$ cat src/hw/rtl/rcps_pkg.sv
package rcps_pkg;

  localparam int DEF_SCREEN_HEIGHT = 512;
  localparam int DEF_TEX_SIZE      = 64;

  localparam int CFG_INDEX_W = 8;
  localparam int COLOR_W     = 24;

  localparam logic [CFG_INDEX_W-1:0] REG_CEILING = 8'd0;
  localparam logic [CFG_INDEX_W-1:0] REG_FLOOR   = 8'd1;

  typedef enum logic [1:0] {
    KIND_CEILING = 2'd0,
    KIND_WALL    = 2'd1,
    KIND_FLOOR   = 2'd2
  } pixel_kind_t;

  // per-pixel fields that ride alongside the divider chains
  typedef struct packed {
    logic [11:0] col;
    logic [8:0]  row;
    pixel_kind_t kind;
    logic [1:0]  tex_idx;
    logic [5:0]  tex_col;
    logic        zero_row;
  } side_t;

  function automatic logic [1:0] pick_texture(input logic side, input logic xpos,
                                              input logic ypos);
    logic [1:0] idx;
    if (!side) begin
      idx = xpos ? 2'd2 : 2'd3;
    end else begin
      idx = ypos ? 2'd1 : 2'd0;
    end
    return idx;
  endfunction

endpackage

$ cat src/hw/rtl/rcps_div_cell.sv
module rcps_div_cell #(
  parameter int QW = 8,
  parameter int DW = 8,
  parameter int PW = 1
) (
  input  logic          clk,
  input  logic          rst,
  input  logic          in_valid,
  output logic          in_ready,
  input  logic [QW-1:0] in_quo,
  input  logic [DW-1:0] in_rem,
  input  logic [DW-1:0] in_div,
  input  logic [PW-1:0] in_pay,
  output logic          out_valid,
  input  logic          out_ready,
  output logic [QW-1:0] out_quo,
  output logic [DW-1:0] out_rem,
  output logic [DW-1:0] out_div,
  output logic [PW-1:0] out_pay
);

  logic          vld;
  logic [QW-1:0] quo;
  logic [DW-1:0] rem;
  logic [DW-1:0] dvs;
  logic [PW-1:0] pay;

  logic [DW:0]   shifted;
  logic          ge;
  logic [DW:0]   diff;
  logic [DW-1:0] rem_next;
  logic [QW-1:0] quo_next;

  // one restoring step: bring down the next dividend bit, subtract if it fits
  always_comb begin
    shifted  = {in_rem, in_quo[QW-1]};
    ge       = shifted >= {1'b0, in_div};
    diff     = shifted - {1'b0, in_div};
    rem_next = ge ? diff[DW-1:0] : shifted[DW-1:0];
    quo_next = {in_quo[QW-2:0], ge};
  end

  assign in_ready = !vld || out_ready;

  always_ff @(posedge clk) begin
    if (rst) begin
      vld <= 1'b0;
    end else if (in_ready) begin
      vld <= in_valid;
    end
  end

  always_ff @(posedge clk) begin
    if (in_ready && in_valid) begin
      quo <= quo_next;
      rem <= rem_next;
      dvs <= in_div;
      pay <= in_pay;
    end
  end

  assign out_valid = vld;
  assign out_quo   = quo;
  assign out_rem   = rem;
  assign out_div   = dvs;
  assign out_pay   = pay;

endmodule

$ cat src/hw/rtl/rcps_div_chain.sv
module rcps_div_chain #(
  parameter int QW = 8,
  parameter int DW = 8,
  parameter int PW = 1
) (
  input  logic          clk,
  input  logic          rst,
  input  logic          in_valid,
  output logic          in_ready,
  input  logic [QW-1:0] in_quo,
  input  logic [DW-1:0] in_div,
  input  logic [PW-1:0] in_pay,
  output logic          out_valid,
  input  logic          out_ready,
  output logic [QW-1:0] out_quo,
  output logic [DW-1:0] out_rem,
  output logic [PW-1:0] out_pay
);

  // one cell per quotient bit, msb first
  logic          vld_w [QW+1];
  logic          rdy_w [QW+1];
  logic [QW-1:0] quo_w [QW+1];
  logic [DW-1:0] rem_w [QW+1];
  logic [DW-1:0] div_w [QW+1];
  logic [PW-1:0] pay_w [QW+1];

  assign vld_w[0] = in_valid;
  assign in_ready = rdy_w[0];
  assign quo_w[0] = in_quo;
  assign rem_w[0] = '0;
  assign div_w[0] = in_div;
  assign pay_w[0] = in_pay;

  for (genvar i = 0; i < QW; i++) begin : g_cell
    rcps_div_cell #(
      .QW(QW),
      .DW(DW),
      .PW(PW)
    ) u_cell (
      .clk      (clk),
      .rst      (rst),
      .in_valid (vld_w[i]),
      .in_ready (rdy_w[i]),
      .in_quo   (quo_w[i]),
      .in_rem   (rem_w[i]),
      .in_div   (div_w[i]),
      .in_pay   (pay_w[i]),
      .out_valid(vld_w[i+1]),
      .out_ready(rdy_w[i+1]),
      .out_quo  (quo_w[i+1]),
      .out_rem  (rem_w[i+1]),
      .out_div  (div_w[i+1]),
      .out_pay  (pay_w[i+1])
    );
  end

  assign rdy_w[QW]  = out_ready;
  assign out_valid  = vld_w[QW];
  assign out_quo    = quo_w[QW];
  assign out_rem    = rem_w[QW];
  assign out_pay    = pay_w[QW];

endmodule

$ cat src/hw/rtl/raycast_column_pixel_shader.sv
// Raycast column pixel shader.
// Pixels enter on the s_axis stream, one per request, and leave on m_axis in
// the same order, one result per pixel, with pixel_kind on m_axis_tuser.
// Ceiling and floor colors are written on the cfg channel (index 0 ceiling,
// index 1 floor, other indexes ignored); cfg_ready is always high.
// Pipeline: an input register, a chain of N1W divider cells for the line
// height (N1W = clog2(SCREEN_HEIGHT*256+1)), one register forming the scaled
// row offset, a chain of NW cells for the texture row (NW = N1W +
// clog2(TEX_SIZE+1)), a further NW cells for the modulo when TEX_SIZE is not
// a power of two, and the output register.
// Throughput is one pixel per cycle while m_axis_tready stays high.
// Each cell holds its item until the next one takes it, so a stall on
// m_axis fills bubbles first and only then pushes back to s_axis_tready.
// Reset empties the pipeline and clears both colors to zero.
module raycast_column_pixel_shader #(
  parameter int SCREEN_HEIGHT = rcps_pkg::DEF_SCREEN_HEIGHT,
  parameter int TEX_SIZE      = rcps_pkg::DEF_TEX_SIZE
) (
  input  logic                                 clk,
  input  logic                                 rst,
  input  logic                                 s_axis_tvalid,
  output logic                                 s_axis_tready,
  // col[11:0], row[20:12], hit_side[21], dir_x_positive[22], dir_y_positive[23],
  // perp_dist[39:24], tex_column[45:40], span_start[55:46], span_end[65:56]
  input  logic [71:0]                          s_axis_tdata,
  output logic                                 m_axis_tvalid,
  input  logic                                 m_axis_tready,
  // out_col[11:0], out_row[20:12], solid_color[44:21], texture_index[46:45],
  // texel_col[52:47], texel_row[58:53]
  output logic [63:0]                          m_axis_tdata,
  // pixel_kind[1:0]
  output logic [1:0]                           m_axis_tuser,
  input  logic                                 cfg_valid,
  output logic                                 cfg_ready,
  input  logic [rcps_pkg::CFG_INDEX_W-1:0]     cfg_index,
  input  logic [rcps_pkg::COLOR_W-1:0]         cfg_data
);

  import rcps_pkg::*;

  localparam int  N1       = SCREEN_HEIGHT * 256;
  localparam int  N1W      = $clog2(N1 + 1);
  localparam int  TXW      = $clog2(TEX_SIZE + 1);
  localparam int  NW       = N1W + TXW;
  localparam int  SW       = N1W + 1;
  localparam int  HALF     = SCREEN_HEIGHT / 2;
  localparam int  RW       = (TXW > 6) ? TXW : 6;
  localparam bit  TEX_POW2 = (TEX_SIZE & (TEX_SIZE - 1)) == 0;
  localparam int  PW       = $bits(side_t);

  // configuration
  logic [COLOR_W-1:0] ceiling_rgb;
  logic [COLOR_W-1:0] floor_rgb;

  assign cfg_ready = 1'b1;

  always_ff @(posedge clk) begin
    if (rst) begin
      ceiling_rgb <= '0;
      floor_rgb   <= '0;
    end else if (cfg_valid) begin
      unique case (cfg_index)
        REG_CEILING: ceiling_rgb <= cfg_data;
        REG_FLOOR:   floor_rgb   <= cfg_data;
        default: ;
      endcase
    end
  end

  // input register: classify and pick the texture
  logic [11:0] in_col;
  logic [8:0]  in_row;
  logic [15:0] in_dist;
  logic [9:0]  in_start;
  logic [9:0]  in_end;
  side_t       side_next;

  logic        f_vld;
  logic        f_ready;
  side_t       f_side;
  logic [15:0] f_dist;
  logic        d1_in_ready;

  always_comb begin
    in_col   = s_axis_tdata[11:0];
    in_row   = s_axis_tdata[20:12];
    in_dist  = s_axis_tdata[39:24];
    in_start = s_axis_tdata[55:46];
    in_end   = s_axis_tdata[65:56];

    side_next.col     = in_col;
    side_next.row     = in_row;
    side_next.tex_idx = pick_texture(s_axis_tdata[21], s_axis_tdata[22], s_axis_tdata[23]);
    side_next.tex_col = s_axis_tdata[45:40];
    if ({1'b0, in_row} >= in_end) begin
      side_next.kind = KIND_FLOOR;
    end else if ({1'b0, in_row} < in_start) begin
      side_next.kind = KIND_CEILING;
    end else begin
      side_next.kind = KIND_WALL;
    end
    side_next.zero_row = side_next.kind != KIND_WALL;
  end

  assign f_ready       = !f_vld || d1_in_ready;
  assign s_axis_tready = f_ready;

  always_ff @(posedge clk) begin
    if (rst) begin
      f_vld <= 1'b0;
    end else if (f_ready) begin
      f_vld <= s_axis_tvalid;
    end
  end

  always_ff @(posedge clk) begin
    if (f_ready && s_axis_tvalid) begin
      f_side <= side_next;
      f_dist <= (in_dist == '0) ? 16'd1 : in_dist;
    end
  end

  // line height = SCREEN_HEIGHT*256 / dist
  logic           d1_vld;
  logic           mid_ready;
  logic [N1W-1:0] d1_quo;
  side_t          d1_side;

  rcps_div_chain #(
    .QW(N1W),
    .DW(16),
    .PW(PW)
  ) u_line_div (
    .clk      (clk),
    .rst      (rst),
    .in_valid (f_vld),
    .in_ready (d1_in_ready),
    .in_quo   (N1W'(N1)),
    .in_div   (f_dist),
    .in_pay   (f_side),
    .out_valid(d1_vld),
    .out_ready(mid_ready),
    .out_quo  (d1_quo),
    .out_rem  (),
    .out_pay  (d1_side)
  );

  // offset from the line top, scaled by the texture size
  logic signed [SW-1:0] diff;
  logic [NW-1:0]        num_next;
  side_t                mid_side_next;

  logic           mid_vld;
  side_t          mid_side;
  logic [NW-1:0]  mid_num;
  logic [N1W-1:0] mid_line;
  logic           d2_in_ready;

  always_comb begin
    diff = $signed({{(SW-9){1'b0}}, d1_side.row}) + $signed({2'b00, d1_quo[N1W-1:1]})
         - $signed(SW'(HALF));
    num_next = NW'(diff[N1W-1:0]) * NW'(TEX_SIZE);
    mid_side_next          = d1_side;
    mid_side_next.zero_row = d1_side.zero_row || diff[SW-1] || (d1_quo == '0);
  end

  assign mid_ready = !mid_vld || d2_in_ready;

  always_ff @(posedge clk) begin
    if (rst) begin
      mid_vld <= 1'b0;
    end else if (mid_ready) begin
      mid_vld <= d1_vld;
    end
  end

  always_ff @(posedge clk) begin
    if (mid_ready && d1_vld) begin
      mid_side <= mid_side_next;
      mid_num  <= num_next;
      mid_line <= d1_quo;
    end
  end

  // texture row before wrapping
  logic          d2_vld;
  logic          d2_ready;
  logic [NW-1:0] d2_quo;
  side_t         d2_side;

  rcps_div_chain #(
    .QW(NW),
    .DW(N1W),
    .PW(PW)
  ) u_row_div (
    .clk      (clk),
    .rst      (rst),
    .in_valid (mid_vld),
    .in_ready (d2_in_ready),
    .in_quo   (mid_num),
    .in_div   (mid_line),
    .in_pay   (mid_side),
    .out_valid(d2_vld),
    .out_ready(d2_ready),
    .out_quo  (d2_quo),
    .out_rem  (),
    .out_pay  (d2_side)
  );

  // wrap into the texture
  logic           t_vld;
  logic           t_ready;
  logic [TXW-1:0] t_rem;
  side_t          t_side;

  if (TEX_POW2) begin : g_mask
    assign t_vld    = d2_vld;
    assign d2_ready = t_ready;
    assign t_rem    = TXW'(d2_quo & NW'(TEX_SIZE - 1));
    assign t_side   = d2_side;
  end else begin : g_mod
    rcps_div_chain #(
      .QW(NW),
      .DW(TXW),
      .PW(PW)
    ) u_wrap (
      .clk      (clk),
      .rst      (rst),
      .in_valid (d2_vld),
      .in_ready (d2_ready),
      .in_quo   (d2_quo),
      .in_div   (TXW'(TEX_SIZE)),
      .in_pay   (d2_side),
      .out_valid(t_vld),
      .out_ready(t_ready),
      .out_quo  (),
      .out_rem  (t_rem),
      .out_pay  (t_side)
    );
  end

  // output register
  logic [RW-1:0]      rem_ext;
  logic [COLOR_W-1:0] color_next;
  logic [5:0]         trow_next;

  logic               out_vld;
  side_t              out_side;
  logic [COLOR_W-1:0] out_color;
  logic [5:0]         out_trow;

  always_comb begin
    rem_ext = RW'(t_rem);
    unique case (t_side.kind)
      KIND_CEILING: color_next = ceiling_rgb;
      KIND_FLOOR:   color_next = floor_rgb;
      default:      color_next = '0;
    endcase
    trow_next = t_side.zero_row ? 6'd0 : rem_ext[5:0];
  end

  assign t_ready = !out_vld || m_axis_tready;

  always_ff @(posedge clk) begin
    if (rst) begin
      out_vld <= 1'b0;
    end else if (t_ready) begin
      out_vld <= t_vld;
    end
  end

  always_ff @(posedge clk) begin
    if (t_ready && t_vld) begin
      out_side  <= t_side;
      out_color <= color_next;
      out_trow  <= trow_next;
    end
  end

  assign m_axis_tvalid = out_vld;
  assign m_axis_tuser  = out_side.kind;
  assign m_axis_tdata  = {5'd0, out_trow, out_side.tex_col, out_side.tex_idx, out_color,
                          out_side.row, out_side.col};

endmodule

$ cat config.mk
export PLATFORM = sky130hd
export DESIGN_NAME = raycast_column_pixel_shader
export DESIGN_NICKNAME = d
export VERILOG_FILES = /design/src/hw/rtl/rcps_pkg.sv /design/src/hw/rtl/rcps_div_cell.sv /design/src/hw/rtl/rcps_div_chain.sv /design/src/hw/rtl/raycast_column_pixel_shader.sv
export SDC_FILE = /design/constraint.sdc
export NUM_CORES = 2
export LEC_CHECK = 0
export BUFFER_PORTS_ARGS = -buffer_cell sky130_fd_sc_hd__buf_2
export CAP_MARGIN = 20
export CORE_MARGIN = 1
export CORE_UTILIZATION = 40
export CTS_BUF_LIST = sky130_fd_sc_hd__clkbuf_2
export CTS_CLUSTER_SIZE = 24
export DETAILED_ROUTE_END_ITERATION = 12
export PLACE_DENSITY = 0.67
export SKIP_CTS_REPAIR_TIMING = 1
export SYNTH_ARGS = -nofsm -noshare
export SYNTH_HDL_FRONTEND = slang
export SYNTH_HIERARCHICAL = 1
export SYNTH_SLANG_ARGS = --single-unit
$ cat constraint.sdc
create_clock -name clk -period 25.6 [get_ports clk]
set_clock_uncertainty 0.05 [all_clocks]
set_input_delay 3.84 -clock clk [delete_from_list [all_inputs] [get_ports clk]]
set_output_delay 3.84 -clock clk [all_outputs]
set_load 0.03 [all_outputs]
* After elaboration in Yosys (flattened, before gate mapping)
Cells that the tools add are included.
W data, S select, Z words.
** Word-level totals
- Bits in registers :: 3589
- Latch bits :: 0
- RAM bits :: 0
- ROM bits :: 0
- Output and inout bits :: 69
- Word-level logic and storage cells :: 541
- Memories :: 0
** Operators by class
- Add/subtract/negate cells :: 43
- $mul :: 0
- Divide/modulo/power cells :: 0
- $lt $le $gt $ge :: 45
- Equality and inequality tests :: 3
- Shift operators :: 0
- Mux-type cells :: 45
- Bitwise gates (word level) :: 0
- Reductions and logical operators :: 146
** Operators by type and width (number)
- $ge A19 B18 Y1 :: 24
- $mux W18 :: 23
- $sub A18 B18 Y18 :: 23
- $ge A17 B16 Y1 :: 17
- $mux W16 :: 16
- $sub A16 B16 Y16 :: 16
- $logic_or A1 B1 Y1 :: 48
- $pmux W24 S2 :: 1
- $logic_and A1 B1 Y1 :: 46
- $logic_not A1 Y1 :: 46
- $sub A18 B9 Y19 const B :: 1
- $add A9 B17 Y18 :: 1
- $ge A1 B18 Y1 const A :: 1
- $logic_not A18 Y1 :: 1
- $sub A1 B18 Y18 const A :: 1
- $ge A1 B16 Y1 const A :: 1
- $logic_not A16 Y1 :: 1
- $sub A1 B16 Y16 const A :: 1
- $ge A9 B10 Y1 :: 1
- $lt A9 B10 Y1 :: 1
- $eq A8 B1 Y1 const B :: 1
- $logic_not A8 Y1 :: 1
- $mux W2 :: 2
- $reduce_and A2 Y1 :: 2
- 4 further kinds :: 6

* Logic depth before layout (Yosys ltp)
- Depth after elaboration :: 48
- Mapped depth :: 47
- Depth with buffers taken out :: 47

* Hierarchy
The synthesis kept the hierarchy.
** By module, submodules not included
- rcps_div_cell at u_row_div.g_cell[13].u_cell ... :: times used 19, cells each 285, area an instance 4244.1 µm², seq. area each 2812.7 µm²
- rcps_div_cell at u_line_div.g_cell[13].u_cell ... :: times used 14, cells each 240, area an instance 3694.8 µm², seq. area each 2482.4 µm²
- rcps_div_cell at u_row_div.g_cell[0].u_cell ... :: times used 6, cells each 285, area an instance 4189.0 µm², seq. area each 2812.7 µm²
- rcps_div_cell at u_line_div.g_cell[0].u_cell ... :: times used 4, cells each 238, area an instance 3638.5 µm², seq. area each 2482.4 µm²
- raycast_column_pixel_shader :: times used 1, cells each 638, area an instance 9180.1 µm², seq. area each 6336.1 µm²
- rcps_div_chain :: times used 2, cells each 1, area an instance 3.8 µm², seq. area each 0.0 µm²

* Least setup slack after synthesis
Ideal clock, no wire load.
- Kind :: input to output
- Start point :: input m_axis_tready
- End point :: output s_axis_tready
- Arrival time :: 11.076 ns
- Required time :: 21.710 ns
- Setup slack :: 10.634 ns
- Cell stages on the path :: 46
- Path buffers :: 0
- Cell sequence :: nand2b_1 -> nand2b_1 -> nand2b_1 -> nand2b_1 -> nand2b_1 -> nand2b_1 -> nand2b_1 -> nand2b_1 -> nand2b_1 -> nand2b_1 -> nand2b_1 -> nand2b_1 -> nand2b_1 -> nand2b_1 -> nand2b_1 -> nand2b_1 -> nand2b_1 -> nand2b_1 -> [... 10 more ...] -> nand2b_1 -> nand2b_1 -> nand2b_1 -> nand2b_1 -> nand2b_1 -> nand2b_1 -> nand2b_1 -> nand2b_1 -> nand2b_1 -> nand2b_1 -> nand2b_1 -> nand2b_1 -> nand2b_1 -> nand2b_1 -> nand2b_1 -> nand2b_1 -> nand2b_1 -> nand2b_1
** RTL lines
- start: declaration :: line raycast_column_pixel_shader.sv:27 : input logic m_axis_tready,
- end: declaration :: line raycast_column_pixel_shader.sv:22 : output logic s_axis_tready,

==> qor.yml <==
status: "complete, no violations"
crit_top_cell: "nand2b_1"
fin_tns_setup_ns: 0
cts_tree: "done"
p_per_area_nw_per_um2: 57.8
coreArea_um2: 420000
worstPathMaxFanout: 3
seqPwrFrac_pct: 62.3
final_net_count: 13300
grt.overflow.total: 0
maxSlewViolCount: 0
power_frac_clock_pct: 36.2
htree_num_levels: 6
timing.rr.end: "f_side[11]$_DFFE_PP_"
rows: 238
die_w_um: 651
ys_warn_count: 6
slew-limit-headroom_pct: 33.0
drc_errors: 0
wl_mm: 321
finalSetupViolations: 0
final_util_pct: 43.5
netlist_instances: 11500
first_iter_violations: 5624
leakage_uw: 0.0686
ir_drop_uv: 62.6
num_vias: 92900
clockBufferDepth: 4
wl_per_cell_um: 17.3
start_util_pct: 40.1
reg2reg_setup_slack_ns: 15.48
critPathMaxStageDelay_ns: 0.26
drive_above_1_share_pct: 19.3
fillers: 37900
cap_violations: 0
rr_startpoint: "m_axis_tvalid$_SDFFE_PP0N_"
hold_viol_final: 0
grt.total_usage_pct: 14.6
io_buffers: 165
drtAntennaViolNets: 0
grt_max_degree: 83
power_frac_comb_pct: 1.5
placedCellCount: 17000
dr.pass1.iters: 6
cp-start-kind: "primary input"
hold_path_class: "flip-flop to flip-flop"
cts-root-buf: "clkbuf_2"
power_switching_share_pct: 22.5
avgViaCountPerCell: 5.00
max_slew.worst_pin.slew_ns: 1.01
cts_buffers: 872
arrival_ns: 12.99
rsz0062_at_grt: "no"
cpMaxStageDelayCell: "nand2b_1"
clock.fmax_ghz: 0.0593
min_period_ns: 16.88
p_int_uw: 8170
grt_pass1_wl_mm: 499
io_pins: 178
die_h_um: 651
clock_sinks: 3700
antenna_found_initial: 10
clk_pin_slew_worst_paths_ns: 0.11
p_switching_uw: 2380
layout.cells.non_filler: 18600
post-route-period-util_pct: 65.9
dieArea_um2: 424000
critPathKind: "primary input to primary output"
regArea_um2: 110000
place_hpwl_mm: 231
insertion_delay_ns: 2.17
r2r_cells: 48
crit_path_end: "s_axis_tready"
grt_pass1_vias: 92600
multi_input_area_um2: 52100
gp_congestion: 0.870
end_kind: "primary output"
worstPathRequired_ns: 21.71
startpoint: "m_axis_tready"
synth.avg_cell_area_um2: 14.7
syn2layout_area_growth_pct: 8.28
syn_area_um2: 169000
through the flow:
stage,hold WS (ns),worst slack (ns),total power (uW),area [um^2]
2_1_floorplan,0.350,10.63,6830,169000
3_3_place_gp,0.350,8.61,6860,174000
3_5_place_dp,0.355,8.87,6860,174000
4_1_cts,0.214,8.70,10700,182000
5_1_grt,0.231,7.92,11000,182000
6_report,0.254,8.72,10600,183000
registers in the layout, indices dropped and copies added, names as in the netlist, 2 cells and up:
| register | flops |
|---|---|
| u_line_div/g_cell.u_cell/out_div | 272 |
| m_axis_tuser | 2 |
| f_dist | 16 |
| mid_side | 32 |
| mid_line | 18 |
| u_line_div/g_cell.u_cell/out_quo | 324 |
| u_row_div/g_cell.u_cell/out_pay | 800 |
| u_line_div/g_cell.u_cell/out_rem | 272 |
| out_trow | 6 |
| u_row_div/g_cell.u_cell/out_valid | 25 |
| out_color | 24 |
| floor_rgb | 24 |
| u_row_div/g_cell.u_cell/out_rem | 432 |
| u_line_div/g_cell.u_cell/out_pay | 576 |
| mid_num | 18 |
| m_axis_tdata | 29 |
| u_line_div/g_cell.u_cell/out_valid | 18 |
| u_row_div/g_cell.u_cell/out_quo | 321 |
| u_row_div/g_cell.u_cell/out_div | 432 |
| f_side | 32 |
| ceiling_rgb | 24 |
cells in the final DEF, fill, tap and decap left out, types with 94 or more instances in the layout:
| master | instances |
|---|---|
| nand4_1 | 98 |
| ha_1 | 785 |
| a21oi_1 | 432 |
| o21a_1 | 130 |
| nand3_1 | 294 |
| xor2_1 | 156 |
| mux2_4 | 266 |
| nor2_1 | 582 |
| nor3_1 | 167 |
| clkbuf_2 | 1286 |
| nand2b_1 | 121 |
| o21ai_0 | 322 |
| a211oi_1 | 138 |
| mux2_2 | 239 |
| dfxtp_1 | 94 |
| xnor2_1 | 266 |
| mux2i_1 | 157 |
| conb_1 | 99 |
| buf_2 | 164 |
| clkinv_1 | 192 |
| edfxtp_1 | 3606 |
| inv_1 | 952 |
| nand2_1 | 459 |
| a31oi_1 | 135 |
| nor2b_1 | 95 |
| a21o_1 | 189 |
layer usage:
layer | vias to the layer above | wire (um) | track usage [%] | share of wire (%)
met1 | 44300 | 133000 | 17.3 | 42
met5 | - | 149 | 0 | 0.046
met2 | 2241 | 159000 | 25.6 | 50
li1 | 45700 | - | - | -
met4 | 20 | 14000 | 7.06 | 4.4
met3 | 655 | 14200 | 2.58 | 4.4
cell type report:
cell class                      count  share of cell area [%]
Clock inverter                    293                    1.04
Timing Repair Buffer              217                   0.714
Multi-Input combinational cell   6578                    28.6
Tap cell                         5520                    3.78
Antenna cell                        9                  0.0123
Clock buffer                     1286                    3.53
Sequential cell                  3700                    60.4
Inverter                          966                    2.01
power groups by stage:
stage               registers, uW  logic, uW  clock network, uW
floorplan                    6710        119                  0
global placement             6710        148                  0
detailed placement           6710        150                  0
CTS                          6570        151               4020
global route                 6580        169               4300
finish                       6570        154               3820
how the worst min path moves through the flow:
stage                                                               endpoint  cells after the start  slack, ns                                         startpoint
after floorplan                                    m_axis_tdata[0]$_DFFE_PP_                      0       0.35  u_row_div/g_cell[24].u_cell/out_pay[20]$_DFFE_PP_
after global routing      u_line_div/g_cell[10].u_cell/out_pay[23]$_DFFE_PP_                      0       0.23  u_line_div/g_cell[9].u_cell/out_pay[23]$_DFFE_PP_
final                     u_line_div/g_cell[10].u_cell/out_pay[23]$_DFFE_PP_                      0       0.25  u_line_div/g_cell[9].u_cell/out_pay[23]$_DFFE_PP_
after detailed placement                          m_axis_tdata[16]$_DFFE_PP_                      0       0.35  u_row_div/g_cell[24].u_cell/out_pay[15]$_DFFE_PP_
after CTS                 u_line_div/g_cell[10].u_cell/out_pay[23]$_DFFE_PP_                      0       0.21  u_line_div/g_cell[9].u_cell/out_pay[23]$_DFFE_PP_
after global placement      u_line_div/g_cell[4].u_cell/out_quo[8]$_DFFE_PP_                      0       0.35   u_line_div/g_cell[3].u_cell/out_quo[7]$_DFFE_PP_
worst max-delay path, delay by kind of cell:
kind,cells,cell delay [ns]
buffers and inverters,2,0.30
and+or+nand+nor,46,8.83
No activity file was read; power rests on OpenSTA's default activity.
